--- src/rtl/rle_pkg.sv ---
`timescale 1ns / 1ps
// ----------------------------------------------------------------------------
// rle_pkg
// Shared types, codes and reset constants of the leader election block.
// ----------------------------------------------------------------------------
package rle_pkg;

    // Command codes on the input channel
    localparam logic [2:0] CMD_TICK     = 3'd0;
    localparam logic [2:0] CMD_APP_REQ  = 3'd1;
    localparam logic [2:0] CMD_APP_RSP  = 3'd2;
    localparam logic [2:0] CMD_VOTE_REQ = 3'd3;
    localparam logic [2:0] CMD_VOTE_RSP = 3'd4;

    // Configuration register indexes
    localparam logic [2:0] CFG_MY_ID    = 3'd0;
    localparam logic [2:0] CFG_NUM_SRV  = 3'd1;
    localparam logic [2:0] CFG_TO_MIN   = 3'd2;
    localparam logic [2:0] CFG_SPAN     = 3'd3;
    localparam logic [2:0] CFG_HB       = 3'd4;
    localparam logic [2:0] CFG_SEED     = 3'd5;

    // Configuration reset values
    localparam logic [7:0]  RST_MY_ID   = 8'd0;
    localparam logic [7:0]  RST_NUM_SRV = 8'd5;
    localparam logic [14:0] RST_TO_MIN  = 15'd5000;
    localparam logic [14:0] RST_SPAN    = 15'd4095;
    localparam logic [15:0] RST_HB      = 16'd1000;
    localparam logic [15:0] RST_SEED    = 16'd44257;
    localparam logic [15:0] RST_TIMEOUT = 16'(RST_TO_MIN) + (RST_SEED & 16'(RST_SPAN));

    // LFSR feedback taps
    localparam logic [15:0] LFSR_TAPS   = 16'hB400;

    typedef enum logic [2:0] {
        K_TICK,
        K_APP_REQ,
        K_APP_RSP,
        K_VOTE_REQ,
        K_VOTE_RSP,
        K_NONE
    } t_kind;

    typedef enum logic [2:0] {
        ACT_NONE         = 3'd0,
        ACT_VOTE_REQ     = 3'd1,
        ACT_HEARTBEAT    = 3'd2,
        ACT_APPEND_REPLY = 3'd3,
        ACT_VOTE_REPLY   = 3'd4
    } t_action;

    typedef enum logic [1:0] {
        ROLE_FOLLOWER  = 2'd0,
        ROLE_CANDIDATE = 2'd1,
        ROLE_LEADER    = 2'd2
    } t_role;

    // Classified command travelling from front to back
    typedef struct packed {
        t_kind kind;
        logic  is_msg;
        logic  granted;
    } t_ctl;

    // One result item
    typedef struct packed {
        t_action     action;
        logic [31:0] term;
        logic        ok;
        t_role       role;
    } t_result;

    // One Galois step of the timeout LFSR
    function automatic logic [15:0] lfsr_step(input logic [15:0] cur);
        lfsr_step = {1'b0, cur[15:1]} ^ (cur[0] ? LFSR_TAPS : 16'h0000);
    endfunction

endpackage

--- src/rtl/rle_fifo.sv ---
`timescale 1ns / 1ps
// ----------------------------------------------------------------------------
// rle_fifo
// Small synchronous queue; push and pop may happen in the same cycle.
// ----------------------------------------------------------------------------
module rle_fifo #(
    parameter int WIDTH = 8,
    parameter int DEPTH = 2
) (
    input  logic             i_clk,
    input  logic             i_rst_n,
    input  logic             i_push,
    input  logic [WIDTH-1:0] i_data,
    output logic             o_full,
    input  logic             i_pop,
    output logic [WIDTH-1:0] o_data,
    output logic             o_empty
);
    localparam int PTR_W = (DEPTH > 1) ? $clog2(DEPTH) : 1;
    localparam int CNT_W = $clog2(DEPTH + 1);
    localparam logic [PTR_W-1:0] LAST = PTR_W'(DEPTH - 1);
    localparam logic [CNT_W-1:0] FULL_CNT = CNT_W'(DEPTH);

    logic [WIDTH-1:0] r_mem [DEPTH];
    logic [PTR_W-1:0] r_wr_ptr;
    logic [PTR_W-1:0] r_rd_ptr;
    logic [CNT_W-1:0] r_count;
    logic             do_push;
    logic             do_pop;

    assign o_full  = (r_count == FULL_CNT);
    assign o_empty = (r_count == '0);
    assign do_push = i_push && !o_full;
    assign do_pop  = i_pop && !o_empty;
    assign o_data  = r_mem[r_rd_ptr];

    // storage, no reset needed
    always_ff @(posedge i_clk) begin
        if (do_push) begin
            r_mem[r_wr_ptr] <= i_data;
        end
    end

    // pointers and fill count
    always_ff @(posedge i_clk) begin
        if (!i_rst_n) begin
            r_wr_ptr <= '0;
            r_rd_ptr <= '0;
            r_count  <= '0;
        end else begin
            if (do_push) begin
                r_wr_ptr <= (r_wr_ptr == LAST) ? '0 : r_wr_ptr + PTR_W'(1);
            end
            if (do_pop) begin
                r_rd_ptr <= (r_rd_ptr == LAST) ? '0 : r_rd_ptr + PTR_W'(1);
            end
            if (do_push && !do_pop) begin
                r_count <= r_count + CNT_W'(1);
            end else if (do_pop && !do_push) begin
                r_count <= r_count - CNT_W'(1);
            end
        end
    end

endmodule

--- src/rtl/rle_front.sv ---
`timescale 1ns / 1ps
// ----------------------------------------------------------------------------
// rle_front
// Front end: classifies an incoming item and fits term and id to the core.
// ----------------------------------------------------------------------------
module rle_front
    import rle_pkg::*;
#(
    parameter int TERM_BITS = 32,
    parameter int ID_BITS   = 8
) (
    input  logic [2:0]           i_cmd,
    input  logic [31:0]          i_msg_term,
    input  logic [7:0]           i_candidate_id,
    input  logic                 i_vote_granted,
    output t_ctl                 o_ctl,
    output logic [TERM_BITS-1:0] o_term,
    output logic [ID_BITS-1:0]   o_cand
);
    logic [63:0] term_wide;
    logic [15:0] cand_wide;

    // fit the message fields to the internal widths
    assign term_wide = 64'(i_msg_term);
    assign cand_wide = 16'(i_candidate_id);
    assign o_term    = term_wide[TERM_BITS-1:0];
    assign o_cand    = cand_wide[ID_BITS-1:0];

    // command decode; unknown codes become a no-op
    always_comb begin
        o_ctl.granted = i_vote_granted;
        o_ctl.is_msg  = 1'b1;
        unique case (i_cmd)
            CMD_TICK: begin
                o_ctl.kind   = K_TICK;
                o_ctl.is_msg = 1'b0;
            end
            CMD_APP_REQ:  o_ctl.kind = K_APP_REQ;
            CMD_APP_RSP:  o_ctl.kind = K_APP_RSP;
            CMD_VOTE_REQ: o_ctl.kind = K_VOTE_REQ;
            CMD_VOTE_RSP: o_ctl.kind = K_VOTE_RSP;
            default: begin
                o_ctl.kind   = K_NONE;
                o_ctl.is_msg = 1'b0;
            end
        endcase
    end

endmodule

--- src/rtl/rle_core.sv ---
`timescale 1ns / 1ps
// ----------------------------------------------------------------------------
// rle_core
// Back end: election state, timer, LFSR and configuration registers.
// ----------------------------------------------------------------------------
module rle_core
    import rle_pkg::*;
#(
    parameter int TERM_BITS = 32,
    parameter int ID_BITS   = 8
) (
    input  logic                 i_clk,
    input  logic                 i_rst_n,
    input  logic                 i_cfg_wr_en,
    input  logic [2:0]           i_cfg_index,
    input  logic [15:0]          i_cfg_data,
    input  logic                 i_op_valid,
    input  t_ctl                 i_ctl,
    input  logic [TERM_BITS-1:0] i_term,
    input  logic [ID_BITS-1:0]   i_cand,
    input  logic                 i_res_full,
    output logic                 o_op_take,
    output t_result              o_result
);
    // configuration
    logic [7:0]  r_my_id;
    logic [7:0]  r_num_srv;
    logic [14:0] r_to_min;
    logic [14:0] r_span;
    logic [15:0] r_hb;

    // election state
    t_role                r_role,  n_role;
    logic [TERM_BITS-1:0] r_term,  n_term;
    logic                 r_vv,    n_vv;
    logic [ID_BITS-1:0]   r_vid,   n_vid;
    logic [7:0]           r_vc,    n_vc;
    logic [15:0]          r_to,    n_to;
    logic [15:0]          r_cd,    n_cd;
    logic [15:0]          r_lfsr,  n_lfsr;

    logic [15:0]          draw_lfsr;
    logic [15:0]          draw_to;
    logic [15:0]          id_wide;
    logic [ID_BITS-1:0]   self_id;
    logic [7:0]           half;
    logic [7:0]           vc_inc;
    logic                 higher;
    logic                 equal;
    t_action              act;
    logic                 ok;
    logic [63:0]          term_out;

    assign o_op_take = i_op_valid && !i_res_full;

    // next timeout draw and shared compares
    assign draw_lfsr = lfsr_step(r_lfsr);
    assign draw_to   = 16'(r_to_min) + (draw_lfsr & 16'(r_span));
    assign id_wide   = 16'(r_my_id);
    assign self_id   = id_wide[ID_BITS-1:0];
    assign half      = {1'b0, r_num_srv[7:1]};
    assign vc_inc    = (&r_vc) ? r_vc : r_vc + 8'd1;
    assign higher    = i_term > r_term;
    assign equal     = i_term == r_term;

    // one item's state update
    always_comb begin
        n_role = r_role;
        n_term = r_term;
        n_vv   = r_vv;
        n_vid  = r_vid;
        n_vc   = r_vc;
        n_to   = r_to;
        n_cd   = r_cd;
        n_lfsr = r_lfsr;
        act    = ACT_NONE;
        ok     = 1'b0;

        // any message with a newer term makes us a follower of that term
        if (i_ctl.is_msg && higher) begin
            n_term = i_term;
            n_vv   = 1'b0;
            n_vid  = '0;
            n_role = ROLE_FOLLOWER;
            n_lfsr = draw_lfsr;
            n_to   = draw_to;
            n_cd   = draw_to;
        end

        unique case (i_ctl.kind)
            K_TICK: begin
                if (r_cd > 16'd1) begin
                    n_cd = r_cd - 16'd1;
                end else if (r_role == ROLE_LEADER) begin
                    n_cd = r_to;
                    act  = ACT_HEARTBEAT;
                end else begin
                    // election start
                    n_role = ROLE_CANDIDATE;
                    if (~&r_term) begin
                        n_term = r_term + TERM_BITS'(1);
                    end
                    n_vv   = 1'b1;
                    n_vid  = self_id;
                    n_vc   = 8'd1;
                    n_lfsr = draw_lfsr;
                    n_to   = draw_to;
                    n_cd   = draw_to;
                    act    = ACT_VOTE_REQ;
                    // single-server cluster wins at once
                    if (8'd1 > half) begin
                        n_role = ROLE_LEADER;
                        n_to   = r_hb;
                        n_cd   = r_hb;
                        act    = ACT_HEARTBEAT;
                    end
                end
            end
            K_APP_REQ: begin
                if (!higher && equal && r_role == ROLE_CANDIDATE) begin
                    n_role = ROLE_FOLLOWER;
                    n_lfsr = draw_lfsr;
                    n_to   = draw_to;
                    n_cd   = draw_to;
                end
                act = ACT_APPEND_REPLY;
                if (higher || equal) begin
                    n_cd = n_to;
                    ok   = 1'b1;
                end
            end
            K_APP_RSP: begin
                act = ACT_NONE;
            end
            K_VOTE_REQ: begin
                act = ACT_VOTE_REPLY;
                if (higher || (equal && (!r_vv || r_vid == i_cand))) begin
                    n_vv  = 1'b1;
                    n_vid = i_cand;
                    n_cd  = n_to;
                    ok    = 1'b1;
                end
            end
            K_VOTE_RSP: begin
                if (!higher && equal && r_role == ROLE_CANDIDATE && i_ctl.granted) begin
                    n_vc = vc_inc;
                    if (vc_inc > half) begin
                        n_role = ROLE_LEADER;
                        n_to   = r_hb;
                        n_cd   = r_hb;
                        act    = ACT_HEARTBEAT;
                    end
                end
            end
            default: begin
                act = ACT_NONE;
            end
        endcase
    end

    // result item
    assign term_out        = 64'(n_term);
    assign o_result.action = act;
    assign o_result.term   = term_out[31:0];
    assign o_result.ok     = ok;
    assign o_result.role   = n_role;

    // configuration and state registers
    always_ff @(posedge i_clk) begin
        if (!i_rst_n) begin
            r_my_id   <= RST_MY_ID;
            r_num_srv <= RST_NUM_SRV;
            r_to_min  <= RST_TO_MIN;
            r_span    <= RST_SPAN;
            r_hb      <= RST_HB;
            r_role    <= ROLE_FOLLOWER;
            r_term    <= '0;
            r_vv      <= 1'b0;
            r_vid     <= '0;
            r_vc      <= 8'd0;
            r_to      <= RST_TIMEOUT;
            r_cd      <= RST_TIMEOUT;
            r_lfsr    <= RST_SEED;
        end else begin
            if (i_cfg_wr_en) begin
                unique case (i_cfg_index)
                    CFG_MY_ID:   r_my_id   <= i_cfg_data[7:0];
                    CFG_NUM_SRV: r_num_srv <= i_cfg_data[7:0];
                    CFG_TO_MIN:  r_to_min  <= i_cfg_data[14:0];
                    CFG_SPAN:    r_span    <= i_cfg_data[14:0];
                    CFG_HB:      r_hb      <= i_cfg_data;
                    CFG_SEED:    ;  // only loads the LFSR, below
                    default:     ;
                endcase
            end
            if (o_op_take) begin
                r_role <= n_role;
                r_term <= n_term;
                r_vv   <= n_vv;
                r_vid  <= n_vid;
                r_vc   <= n_vc;
                r_to   <= n_to;
                r_cd   <= n_cd;
            end
            // a seed write reloads the LFSR; zero is forced to one
            if (i_cfg_wr_en && i_cfg_index == CFG_SEED) begin
                r_lfsr <= (i_cfg_data == 16'd0) ? 16'd1 : i_cfg_data;
            end else if (o_op_take) begin
                r_lfsr <= n_lfsr;
            end
        end
    end

endmodule

--- src/rtl/raft_leader_election_top.sv ---
`timescale 1ns / 1ps
// ----------------------------------------------------------------------------
// raft_leader_election_top
// Raft leader election core: ticks and messages in, one action out per item.
// ----------------------------------------------------------------------------
// Usage:
//   Input channel: drive an item on i_cmd/i_msg_term/i_candidate_id/
//   i_vote_granted with push; it is taken on a clock edge where full is low.
//   Result channel: while empty is low the oldest result is on o_action,
//   o_out_term, o_out_ok and o_role; pop takes it.
//   Every item yields exactly one result item, in order.
//   An accepted item waits in the front queue; the core then writes its
//   result into the output queue, which drives the outputs.
//   Throughput: one item per cycle while the output queue is not full; the
//   core evaluates a whole item combinationally (term compares, timer and LFSR update side by side).
//   Stalls: while pop stays low the output queue fills to QUEUE_DEPTH
//   results, then the core waits on the oldest item in the front queue,
//   which takes up to QUEUE_DEPTH items before full rises.
//   Reset (i_rst_n low, synchronous) empties both queues, loads the
//   configuration defaults and starts as a follower at term zero.
//   Configuration: i_cfg_wr_en writes i_cfg_data to register i_cfg_index;
//   write only while no item is in flight.
// ----------------------------------------------------------------------------
module raft_leader_election_top
    import rle_pkg::*;
#(
    parameter int TERM_BITS   = 32,
    parameter int ID_BITS     = 8,
    parameter int QUEUE_DEPTH = 2
) (
    input  logic        i_clk,
    input  logic        i_rst_n,
    input  logic        i_cfg_wr_en,
    input  logic [2:0]  i_cfg_index,
    input  logic [15:0] i_cfg_data,
    input  logic        push,
    output logic        full,
    input  logic [2:0]  i_cmd,
    input  logic [31:0] i_msg_term,
    input  logic [7:0]  i_candidate_id,
    input  logic        i_vote_granted,
    output logic        empty,
    input  logic        pop,
    output logic [2:0]  o_action,
    output logic [31:0] o_out_term,
    output logic        o_out_ok,
    output logic [1:0]  o_role
);
    localparam int OP_W  = $bits(t_ctl) + TERM_BITS + ID_BITS;
    localparam int RES_W = $bits(t_result);

    t_ctl                 f_ctl;
    logic [TERM_BITS-1:0] f_term;
    logic [ID_BITS-1:0]   f_cand;
    logic [OP_W-1:0]      q_op;
    logic                 q_empty;
    t_ctl                 b_ctl;
    logic [TERM_BITS-1:0] b_term;
    logic [ID_BITS-1:0]   b_cand;
    logic                 b_take;
    t_result              b_result;
    logic                 res_full;
    logic [RES_W-1:0]     res_data;
    t_result              res;

    // front: classify
    rle_front #(
        .TERM_BITS (TERM_BITS),
        .ID_BITS   (ID_BITS)
    ) u_front (
        .i_cmd          (i_cmd),
        .i_msg_term     (i_msg_term),
        .i_candidate_id (i_candidate_id),
        .i_vote_granted (i_vote_granted),
        .o_ctl          (f_ctl),
        .o_term         (f_term),
        .o_cand         (f_cand)
    );

    // queue between front and core
    rle_fifo #(
        .WIDTH (OP_W),
        .DEPTH (QUEUE_DEPTH)
    ) u_op_q (
        .i_clk   (i_clk),
        .i_rst_n (i_rst_n),
        .i_push  (push),
        .i_data  ({f_ctl, f_term, f_cand}),
        .o_full  (full),
        .i_pop   (b_take),
        .o_data  (q_op),
        .o_empty (q_empty)
    );

    assign {b_ctl, b_term, b_cand} = q_op;

    // back: election core
    rle_core #(
        .TERM_BITS (TERM_BITS),
        .ID_BITS   (ID_BITS)
    ) u_core (
        .i_clk       (i_clk),
        .i_rst_n     (i_rst_n),
        .i_cfg_wr_en (i_cfg_wr_en),
        .i_cfg_index (i_cfg_index),
        .i_cfg_data  (i_cfg_data),
        .i_op_valid  (!q_empty),
        .i_ctl       (b_ctl),
        .i_term      (b_term),
        .i_cand      (b_cand),
        .i_res_full  (res_full),
        .o_op_take   (b_take),
        .o_result    (b_result)
    );

    // result queue
    rle_fifo #(
        .WIDTH (RES_W),
        .DEPTH (QUEUE_DEPTH)
    ) u_res_q (
        .i_clk   (i_clk),
        .i_rst_n (i_rst_n),
        .i_push  (b_take),
        .i_data  (b_result),
        .o_full  (res_full),
        .i_pop   (pop),
        .o_data  (res_data),
        .o_empty (empty)
    );

    assign res        = res_data;
    assign o_action   = res.action;
    assign o_out_term = res.term;
    assign o_out_ok   = res.ok;
    assign o_role     = res.role;

    // a vote request broadcast only comes from a candidate
    a_votereq_role: assert property (@(posedge i_clk) disable iff (!i_rst_n)
        (!empty && o_action == ACT_VOTE_REQ) |-> o_role == ROLE_CANDIDATE)
        else $error("vote request result without candidate role");

    // a heartbeat only comes from a leader
    a_hb_role: assert property (@(posedge i_clk) disable iff (!i_rst_n)
        (!empty && o_action == ACT_HEARTBEAT) |-> o_role == ROLE_LEADER)
        else $error("heartbeat result without leader role");

    // the ok flag is only set on replies
    a_ok_reply: assert property (@(posedge i_clk) disable iff (!i_rst_n)
        (!empty && o_out_ok) |->
            (o_action == ACT_APPEND_REPLY || o_action == ACT_VOTE_REPLY))
        else $error("ok flag on a non-reply result");

    // an item taken while no result waits shows up after the front and result queue registers
    a_latency: assert property (@(posedge i_clk) disable iff (!i_rst_n)
        (push && !full && empty) |=> ##1 !empty)
        else $error("accepted item produced no result in time");

endmodule

--- config.mk ---
export PLATFORM = sky130hd
export DESIGN_NAME = raft_leader_election_top
export DESIGN_NICKNAME = d
export VERILOG_FILES = /design/src/rtl/rle_pkg.sv /design/src/rtl/rle_fifo.sv /design/src/rtl/rle_front.sv /design/src/rtl/rle_core.sv /design/src/rtl/raft_leader_election_top.sv
export SDC_FILE = /design/constraint.sdc
export NUM_CORES = 1
export LEC_CHECK = 0
export ABC_AREA = 1
export BUFFER_PORTS_ARGS = -buffer_cell sky130_fd_sc_hd__clkbuf_2
export CORE_MARGIN = 4
export CORE_UTILIZATION = 40
export CTS_CLUSTER_DIAMETER = 120
export DETAILED_ROUTE_END_ITERATION = 7
export HOLD_SLACK_MARGIN = 0.06
export PLACE_DENSITY = 0.58
export SYNTH_ARGS = -nofsm -noshare
export SYNTH_HDL_FRONTEND = slang
export SYNTH_SLANG_ARGS = --single-unit
--- constraint.sdc ---
create_clock -name i_clk -period 5 [get_ports i_clk]
set_input_delay 0.75 -clock i_clk [delete_from_list [all_inputs] [get_ports i_clk]]
set_output_delay 0.75 -clock i_clk [all_outputs]
set_load 0.02 [all_outputs]
==> metrics.json <==
{
  "run_status": {
    "run_status": "finished, final reports clean"
  },
  "pwr": {
    "clock_power_share": 0.195,
    "ir_drop_mv": 0.329,
    "combinational_power_share": 0.515,
    "power.density_nw_per_um2": 667,
    "p_int_mw": 7.71,
    "sequential_fraction_of_design_power": 0.290,
    "power_spent_charging_and_discharging_nets_mw": 6.88,
    "p_leak_nw": 9.67,
    "power_switching_share": 0.472
  },
  "clock_tree": {
    "cts_buffer_depth": 3,
    "clock_insertion_delay_worst_skew_ns": 0.58,
    "path_clk_slew_ns": 0.06,
    "cts.root.buffer_cell": "clkbuf_16",
    "cts-buffers-inserted": 39,
    "post_cts_hold_buffer_count": 0,
    "post_cts_resize_count": 0,
    "cts_setup_buffers": 0,
    "cts_num_sinks": 336,
    "ctsHtreeMaxLevel": 2,
    "tritoncts": "done"
  },
  "floorplan": {
    "die_y_um": 229,
    "dieArea_um2": 52300,
    "die_width_um": 229,
    "std_cell_rows": 80,
    "initial_core_util": 0.406,
    "io-pin-count": 108,
    "core_area_um2": 47900
  },
  "finish": {
    "area_used_by_multi_input_combinational_logic_um2": 9550,
    "layout-area-overhead-vs-synth_pct": 12.4,
    "final_layout_size_suffix_gt1_frac": 0.119,
    "layout.cells.most_common": "nand2_1",
    "layout.cells.most_common_list": "nand2_1 (783), inv_1 (288), o21ai_0 (223)",
    "nFillCells": 4796,
    "final_area_um2": 21900,
    "layout.nets": 2787,
    "sequential_cell_area_um2": 8390
  },
  "job": {
    "max_capacitance_violation_total": 0
  },
  "yosys": {
    "synth_nets": 2716,
    "ys_top_cells_by_area": "edfxtp_1 (26%), dfxtp_1 (17%), nand2_1 (15%)",
    "yosysTopAreaCell": "edfxtp_1",
    "yosys_register_bits": 336,
    "cell_variety_after_synth": 55,
    "synth_edf_count": 166,
    "synth-seq-area-share": 0.430,
    "yosysWarningCount": 0,
    "synth_area_um2": 19500,
    "synthesis.area_per_instance_um2": 7.53,
    "yosysTopAreaCellShare": 0.256,
    "synthCells": 2587,
    "proportion_of_synthesized_flip_flops_having_asynchronous_set_or_reset": 0,
    "primary_ff_master_synth": "dfxtp_1"
  },
  "sta": {
    "final_critical_path_required_period_ns": 4.05,
    "final_hold_viol_count": 0,
    "worst_slew_pin_slew_ns": 1.14,
    "maxSlewViolCount": 0,
    "setup_viol_count_final": 0,
    "rsz0062_at_grt": "no",
    "finClkSkew_ns": 0.0299,
    "slew_headroom": 0.235,
    "timing.fmax_ghz": 0.247,
    "timing.setup.tns_ns": 0,
    "min_period_over_period": 0.811
  },
  "place": {
    "globalplace.congestion": 0.985,
    "post-dp-hpwl_mm": 44.2,
    "dpl_cell_area_um2": 20600,
    "port_buffers": 107
  },
  "global_route": {
    "number_of_global_route_vias_before_repair": 16900,
    "grt_first_pass_wirelength_mm": 97.5,
    "grt_max_degree": 82,
    "total_congestion_overflow": 0,
    "track_usage": 0.233,
    "number_of_antenna_violations_at_the_first_check_in_global_routing": 2
  },
  "detailed_routing": {
    "drtAntennaViolNets": 0,
    "drc": 0,
    "detail_route.iter0.violations": 1909,
    "vias_per_cell": 5.46,
    "wl_mm": 62.6,
    "detailroute.via_count": 18100,
    "detailedRoute.firstPassIterationCount": 6,
    "wire_per_inst_um": 18.9
  },
  "critical_path": {
    "timing.critical_path.arrival_ns": 4.52,
    "critPathMaxFanout": 47,
    "worst_setup_path_start_kind": "flip-flop",
    "worst_setup_path_end_kind": "flip-flop",
    "required_ns": 5.47,
    "critPathKind": "flip-flop to flip-flop"
  },
  "worst_hold_path": {
    "min-delay-path-class": "primary input to flip-flop"
  }
}
-- flip-flops by register name (all words and copies together), names as in the netlist, named ones only --
signal / count
u_core.r_cd: 16
u_core.r_hb: 16
u_core.r_lfsr: 16
u_core.r_my_id: 8
u_core.r_num_srv: 7
u_core.r_role: 2
u_core.r_span: 15
u_core.r_term: 32
u_core.r_to: 16
u_core.r_to_min: 15
u_core.r_vc: 8
u_core.r_vid: 8
u_core.r_vv: 1
u_op_q.r_count: 2
u_op_q.r_mem: 90
u_op_q.r_rd_ptr: 1
u_op_q.r_wr_ptr: 1
u_res_q.r_count: 2
u_res_q.r_mem: 76
u_res_q.r_rd_ptr: 1
u_res_q.r_wr_ptr: 1
-- layout make-up --
type | count | area share
Antenna cell | 1 | 0.000114
Clock buffer | 48 | 0.0484
Clock inverter | 23 | 0.00926
Inverter | 304 | 0.0523
Multi-Input combinational cell | 1840 | 0.436
Sequential cell | 336 | 0.383
Tap cell | 615 | 0.0351
Timing Repair Buffer | 137 | 0.0354
-- metal layers --
| layer | vias to the layer above | part of all wire | GRT usage |
|---|---|---|---|
| met1 | 8454 | 0.47 | 0.351 |
| met5 | - | 0.00011 | 0 |
| met3 | 123 | 0.075 | 0.0341 |
| li1 | 8761 | - | - |
| met2 | 713 | 0.42 | 0.349 |
| met4 | 2 | 0.026 | 0.0651 |
-- worst paths after layout --
| check | slack, ns | depth (start not counted) | from | endpoint |
|---|---|---|---|---|
| worst min register to register | 0.46 | 2 | u_core.r_to[14]$_SDFFE_PN0P_ | u_core.r_to[14]$_SDFFE_PN0P_ |
| worst max register to register | 0.95 | 18 | flip-flop | u_core.r_cd[3]$_SDFFE_PN1P_ |
| worst min-delay path | 0.37 | 1 | i_msg_term[10] | u_op_q.r_mem[0][18]$_DFFE_PP_ |
| worst max-delay path | 0.95 | 18 | flip-flop | u_core.r_cd[3]$_SDFFE_PN1P_ |
-- metrics by stage --
stage	setup WS, ns	total power [mW]	std cells	util	hold slack (ns)
after floorplan	1.75	9.38	2587	-	0.426
after global placement	1.14	11.5	3232	0.430	0.435
after detailed placement	1.01	11.7	3232	0.430	0.449
after CTS	1.01	14.5	3303	0.457	0.345
after global routing	0.520	15.7	3304	0.457	0.357
final	0.947	14.6	3304	0.457	0.374
-- critical path: stages, from the launching register on --
cell      delay, ns
dfxtp_1        0.34
buf_4          0.45
mux2i_1        0.26
inv_1          0.07
ha_1           0.29
nand2_1        0.07
nor2_1         0.18
nand2_1        0.10
nor2_2         0.18
nand4_1        0.32
nor2_1         0.39
nand3_2        0.25
nand2_2        0.37
o21ai_0        0.18
nand3b_1       0.18
a21oi_1        0.15
nand2_1        0.07
nand2_1        0.06
nand2_1        0.04
-- synth_stat cells (8+ instances only) --
master      n
nand3_2    16
nor2_2      9
ha_1       60
inv_1     288
a21oi_1   191
nand2_1   783
o21ai_0   223
buf_2      20
inv_2      10
o211ai_1   48
mux2_2     38
a21oi_2    15
dfxtp_1   170
xor2_1     29
nor2_1    163
a31oi_1    14
nor4_1      8
nor3_1     15
edfxtp_1  166
a211oi_1    8
xnor2_1    16
clkbuf_1   73
nand3_1    96
o21ai_1    11
nand4_1    26
-- cells by family (layout without fill, tap and decap cells) --
family,Yosys count,in the layout,synth area share
and+or+nand+nor,1140,1140,0.244
AOI/OAI and AO/OA,554,554,0.160
adders and majority gates,61,61,0.0396
xor gates and xnor gates,45,45,0.0202
buffers and inverters,411,512,0.0823
muxes,40,40,0.0230
other,0,1,0
DFF,336,336,0.430
-- power groups by stage --
stage	logic, mW	clock network [mW]	registers [mW]
floorplan	5.23	0	4.14
global placement	7.29	0	4.25
detailed placement	7.38	0	4.28
CTS	7.42	2.90	4.22
global route	8.41	3.02	4.31
finish	7.52	2.84	4.24
Power figures use the tool's default switching activity.
